[src/design/pnc_pkg.sv]
// types and constants shared by the palette nearest color block
`timescale 1ns / 1ps
package pnc_pkg;

  localparam int DEFAULT_PALETTE_DEPTH = 16;
  localparam int SIZE_W  = 5;
  localparam int INDEX_W = 4;
  localparam int CHAN_W  = 8;
  localparam int DIST_W  = 10;
  localparam logic [SIZE_W-1:0] SIZE_RESET = SIZE_W'(1);

  typedef enum logic {
    OP_PIXEL = 1'b0,
    OP_LOAD  = 1'b1
  } op_t;

  typedef struct packed {
    op_t                operation;
    logic [INDEX_W-1:0] entry_index;
    logic [CHAN_W-1:0]  blue;
    logic [CHAN_W-1:0]  green;
    logic [CHAN_W-1:0]  red;
  } pix_in_t;

  typedef struct packed {
    logic [CHAN_W-1:0]  out_blue;
    logic [CHAN_W-1:0]  out_green;
    logic [CHAN_W-1:0]  out_red;
    logic [INDEX_W-1:0] nearest_index;
    logic [DIST_W-1:0]  best_distance;
  } pix_out_t;

  // one item travelling along the cell chain, with the best match so far
  typedef struct packed {
    logic               valid;
    pix_in_t            item;
    logic [CHAN_W-1:0]  best_blue;
    logic [CHAN_W-1:0]  best_green;
    logic [CHAN_W-1:0]  best_red;
    logic [INDEX_W-1:0] best_index;
    logic [DIST_W-1:0]  best_distance;
  } token_t;

  function automatic logic [CHAN_W-1:0] abs_diff(input logic [CHAN_W-1:0] a,
                                                 input logic [CHAN_W-1:0] b);
    return (a > b) ? (a - b) : (b - a);
  endfunction

endpackage

[src/design/palette_nearest_color_l1.sv]
// top level: nearest palette color by manhattan distance over a chain of cells
`timescale 1ns / 1ps
// Each palette entry lives in its own cell, and the cells form a chain that every
// item walks through, one cell per clock unless the chain holds. The block takes
// one item per clock when the output side is not stalled; out_data comes from the
// last cell's register. Load items walk the same chain and write their entry when
// they reach its cell, so pixels and loads keep stream order; a load produces no
// result. The whole chain holds while a result waits. The user writes palette_size
// via cfg_we and cfg_wdata only while idle; the block does not enforce this. Zero
// counts as one entry and values above PALETTE_DEPTH are clamped to it.
module palette_nearest_color_l1
  import pnc_pkg::*;
#(
  parameter int PALETTE_DEPTH = DEFAULT_PALETTE_DEPTH
) (
  input  logic              clk,
  input  logic              rst,
  input  logic              in_valid,
  output logic              in_stall,
  input  pix_in_t           in_data,
  output logic              out_valid,
  input  logic              out_stall,
  output pix_out_t          out_data,
  input  logic              cfg_we,
  input  logic [SIZE_W-1:0] cfg_wdata
);

  logic [SIZE_W-1:0] palette_size;
  logic [SIZE_W-1:0] use_count;
  logic              advance;
  token_t            chain [0:PALETTE_DEPTH];
  token_t            last;

  always_ff @(posedge clk) begin
    if (rst) begin
      palette_size <= SIZE_RESET;
    end else if (cfg_we) begin
      palette_size <= cfg_wdata;
    end
  end

  always_comb begin
    if (palette_size == '0) begin
      use_count = SIZE_W'(1);
    end else if (int'(palette_size) > PALETTE_DEPTH) begin
      use_count = SIZE_W'(PALETTE_DEPTH);
    end else begin
      use_count = palette_size;
    end
  end

  assign last      = chain[PALETTE_DEPTH];
  assign out_valid = last.valid && (last.item.operation == OP_PIXEL);
  assign advance   = !(out_valid && out_stall);
  assign in_stall  = !advance;

  assign chain[0] = '{valid: in_valid, item: in_data, default: '0};

  for (genvar i = 0; i < PALETTE_DEPTH; i++) begin : g_cell
    pnc_cell #(
      .CELL_INDEX(i)
    ) u_cell (
      .clk       (clk),
      .rst       (rst),
      .advance   (advance),
      .use_count (use_count),
      .tok_in    (chain[i]),
      .tok_out   (chain[i+1])
    );
  end

  assign out_data.out_blue      = last.best_blue;
  assign out_data.out_green     = last.best_green;
  assign out_data.out_red       = last.best_red;
  assign out_data.nearest_index = last.best_index;
  assign out_data.best_distance = last.best_distance;

endmodule

[src/design/pnc_cell.sv]
// one cell of the chain: holds a palette entry and updates the passing best match
`timescale 1ns / 1ps
module pnc_cell
  import pnc_pkg::*;
#(
  parameter int CELL_INDEX = 0
) (
  input  logic              clk,
  input  logic              rst,
  input  logic              advance,
  input  logic [SIZE_W-1:0] use_count,
  input  token_t            tok_in,
  output token_t            tok_out
);

  logic [CHAN_W-1:0] entry_blue;
  logic [CHAN_W-1:0] entry_green;
  logic [CHAN_W-1:0] entry_red;

  logic [DIST_W-1:0] entry_gap;
  logic              active;
  logic              take;
  logic              load_here;
  token_t            tok_next;

  assign entry_gap = DIST_W'(abs_diff(entry_blue, tok_in.item.blue))
                   + DIST_W'(abs_diff(entry_green, tok_in.item.green))
                   + DIST_W'(abs_diff(entry_red, tok_in.item.red));

  assign active    = CELL_INDEX < int'(use_count);
  // the first cell always replaces whatever best values enter the chain
  assign take      = active && ((CELL_INDEX == 0) || (entry_gap < tok_in.best_distance));
  assign load_here = tok_in.valid && (tok_in.item.operation == OP_LOAD)
                   && (int'(tok_in.item.entry_index) == CELL_INDEX);

  always_comb begin
    tok_next = tok_in;
    if (tok_in.item.operation == OP_PIXEL && take) begin
      tok_next.best_blue     = entry_blue;
      tok_next.best_green    = entry_green;
      tok_next.best_red      = entry_red;
      tok_next.best_index    = INDEX_W'(CELL_INDEX);
      tok_next.best_distance = entry_gap;
    end
  end

  always_ff @(posedge clk) begin
    if (rst) begin
      tok_out.valid <= 1'b0;
    end else if (advance) begin
      tok_out <= tok_next;
    end
  end

  // the load updates the entry as it passes; pixels behind it see the new color
  always_ff @(posedge clk) begin
    if (advance && load_here) begin
      entry_blue  <= tok_in.item.blue;
      entry_green <= tok_in.item.green;
      entry_red   <= tok_in.item.red;
    end
  end

endmodule

[config.mk]
export PLATFORM = sky130hd
export DESIGN_NAME = palette_nearest_color_l1
export DESIGN_NICKNAME = d
export VERILOG_FILES = /design/src/design/pnc_pkg.sv /design/src/design/palette_nearest_color_l1.sv /design/src/design/pnc_cell.sv
export SDC_FILE = /design/constraint.sdc
export NUM_CORES = 2
export LEC_CHECK = 0
export ABC_CLOCK_PERIOD_IN_PS = 7720
export BUFFER_PORTS_ARGS = -buffer_cell sky130_fd_sc_hd__buf_2
export CORE_MARGIN = 2
export CORE_UTILIZATION = 60
export CTS_CLUSTER_SIZE = 28
export DETAILED_ROUTE_END_ITERATION = 7
export GPL_TIMING_DRIVEN = 0
export PLACE_DENSITY = 0.75
export SYNTH_ARGS = -nofsm -noshare
export SYNTH_HDL_FRONTEND = slang
export SYNTH_HIERARCHICAL = 1
export SYNTH_SLANG_ARGS = --single-unit
[constraint.sdc]
create_clock -name clk -period 7.72 [get_ports clk]
set_input_delay 1.544 -clock clk [delete_from_list [all_inputs] [get_ports clk]]
set_output_delay 1.544 -clock clk [all_outputs]
set_load 0.05 [all_outputs]
==> impl_results.md <==
- Final Hold Viols: 0
- Clk buf depth: 3
- GRT overflow: 0
- Slew HR: between 10% and 20%
- Final ANT Viol Nets: 0
- Port Buf Inserts: slightly below 80
- Die span in y: 403 µm
- Setup TNS: 0 ns
- Vias: 62300
- Yosys warning count: 6
- Min cycle time layout: 6.72 ns
- Largest net degree at the start of global routing: 44
- Endpoint of the worst hold path: g_cell[9].u_cell/tok_out[63]$_DFFE_PP_
- CTS buffer count: about 160
- CP required: 8.24 ns
- Clk sinks: between 1000 and 1500
- Root Driver: clkbuf_16
- Routability cong.: 0.912
- R2R depth: 21
- Power Dens Cells: approximately 250 mW/mm²
- Worst-Margin Slew: about 1.3 ns
- GRT Resource Usage Total: 27.9%
- Die Area: about 0.16 mm²
- Dpl hpwl: 178000 µm
- Crit path max-delay family: adder cells
- CTS tree: built
- Type of the worst setup path: reg2reg
- Min-delay src: g_cell[8].u_cell/tok_out[63]$_DFFE_PP_
- Pins Over Slew Limit: 0
- Final instance area: 0.105 mm²
- Slowest-stage cell, CP: edfxtp_1
- DR DRC count: 0
- Worst min path class: reg2reg
- Maximum clock frequency: 149 MHz
- IO Pins: 79
- Clk Latency, worst-skew pair: 0.81 ns
- Resized Gates After CTS: 0
- Worst r2r src: g_cell[6].u_cell/tok_out[43]$_DFFE_PP_
- Final period util: between 80 and 90%
- CP Capture Type: flop
- Number of max-cap violations: 0
- Post-synthesis cell count: 8147
- Die width: 403 µm
- Most frequent cell on the critical path: ha_1
- R2R Path End: g_cell[7].u_cell/tok_out[27]$_DFFE_PP_
- Drt initial violations: 5085
- Leakage: 45.9 nW
- Worst hold path cell count: 0
- First-pass GRT wire length: between 300000 and 400000 µm
- Number of global-route vias before repair: 62300
- DP Area: 0.100 mm²
- Peak VDD IR: between 0.2 and 0.3 mV
- Startpoint types: flop
- Number of fill cells: 11700
- Arrival @ worst endpoint: ~7.2 ns
- RSZ-0062 raised after global routing: false
- Antenna violations before repair: 2
- Layout Skew: just over 0.03 ns
- Area grow syn2layout: 10.0%
- Buf/Inv on CP: 4
- CP Cell Sequence: inv_1 -> ha_1 -> clkbuf_1 -> nand4_1 -> or2_2 -> nand2_1 -> mux2_1 -> fa_1 -> ha_1 -> fa_1 -> a211oi_1 -> o21bai_1 -> nand3_1 -> a21boi_0 -> ha_1 -> a2111oi_0 -> o21ai_1 -> a21oi_1 -> buf_2 -> buf_2 -> mux2_1
- Synth Cell Area: 0.0957 mm²
- Avg Cell Area, Syn: roughly 12 µm²
- H-tree depth: 4
- Outcome: finished clean
- Core area: 0.158 mm²
- Avg Vias per Cell: 5.83
- Crit-path max cell delay: approximately 0.5 ns
- Register Area: ~0.043 mm²
- WL final: 227000 µm
- R2R Setup Slk: 1.0 ns
- FP Rows: 146
- Starting Density: between 60 and 70%
- First-pass DRT Iterations: 6
- Nets: about 10000
- Wire length per cell: 21.3 µm
- Hold buffers post-CTS: 0
- Share of cells above drive strength 1: 13.7%
- Setup Fix Bufs, Post-CTS: 0
- Area taken by multi-input logic gates: 0.0465 mm²
- Critical path fanouts, max: 10
- CTS clock-pin slew for the worst setup and hold paths: 0.06 ns
- Final Setup Violations: 0
[per-stage QoR]
stage	total power [mW]	util [%]	hold slack, ns	std cells	worst slack (ns)
finish	26.2	66.5	0.447	10700	0.999
global route	27.6	66.5	0.462	10700	0.573
CTS	26.2	66.5	0.443	10700	1.07
detailed placement	18.4	63.1	0.425	10400	1.13
global placement	18.1	62.4	0.421	10300	-0.849
floorplan	16.2	-	0.417	8184	1.82
[sequential cells by signal, indices dropped and copies added, names as in the netlist]
name	cells
g_cell.u_cell/tok_out	1060
g_cell.u_cell/entry_green	128
g_cell.u_cell/entry_blue	128
palette_size	5
g_cell.u_cell/entry_red	128
[cell type report]
class / count / area share, %
multi-input combinational: 5200 / 44.1
timing repair buffer: 145 / 1.19
tap: 2072 / 2.46
sequential: 1449 / 41.1
antenna: 1 / 0.00238
inverter: 1238 / 4.41
clock buffer: 206 / 4.12
clock inverter: 85 / 0.933
buffer: 297 / 1.62
[worst max path at each step]
stage	cells after the start	endpoint	from
6_report	21	g_cell[7].u_cell/tok_out[27]$_DFFE_PP_	g_cell[6].u_cell/tok_out[43]$_DFFE_PP_
5_1_grt	21	g_cell[7].u_cell/tok_out[27]$_DFFE_PP_	g_cell[6].u_cell/tok_out[43]$_DFFE_PP_
3_3_place_gp	4	g_cell[12].u_cell/entry_red[6]$_DFFE_PP_	out_stall
4_1_cts	23	g_cell[7].u_cell/tok_out[27]$_DFFE_PP_	g_cell[6].u_cell/tok_out[42]$_DFFE_PP_
2_1_floorplan	2	g_cell[0].u_cell/tok_out[0]$_DFFE_PP_	out_stall
3_5_place_dp	23	g_cell[7].u_cell/tok_out[27]$_DFFE_PP_	g_cell[6].u_cell/tok_out[42]$_DFFE_PP_
[cell usage in the layout, fill, tap and decap left out, types with 148 or more instances in the layout]
master and instances:
mux2i_1 239, nand2_1 385, a21o_1 233, mux2_1 148, edfxtp_1 1428, inv_1 1238, a21oi_1 503, buf_2 201
o21ai_0 148, xor2_1 175, ha_1 967, mux2_2 407, nand3_1 178, clkbuf_16 163, fa_1 240, a211oi_1 168
[power by group]
group | total [mW] | leakage (nW) | switching [mW] | internal [mW]
Sequential | 10.2 | 13.9 | 0.497 | 9.67
Clock | 7.75 | 2.58 | 3.27 | 4.48
Combinational | 8.24 | 29.5 | 4.69 | 3.55
Total | 26.2 | 45.9 | 8.46 | 17.7
[metal layers]
layer	share of wire, %	up-vias	global-route usage (%)
li1	-	29900	-
met1	44	30500	38.2
met2	48	1601	47.1
met3	4.6	334	3.12
met4	2.7	0	7.83
met5	0	-	0
Note: power is estimated with default switching activity, not from simulation.
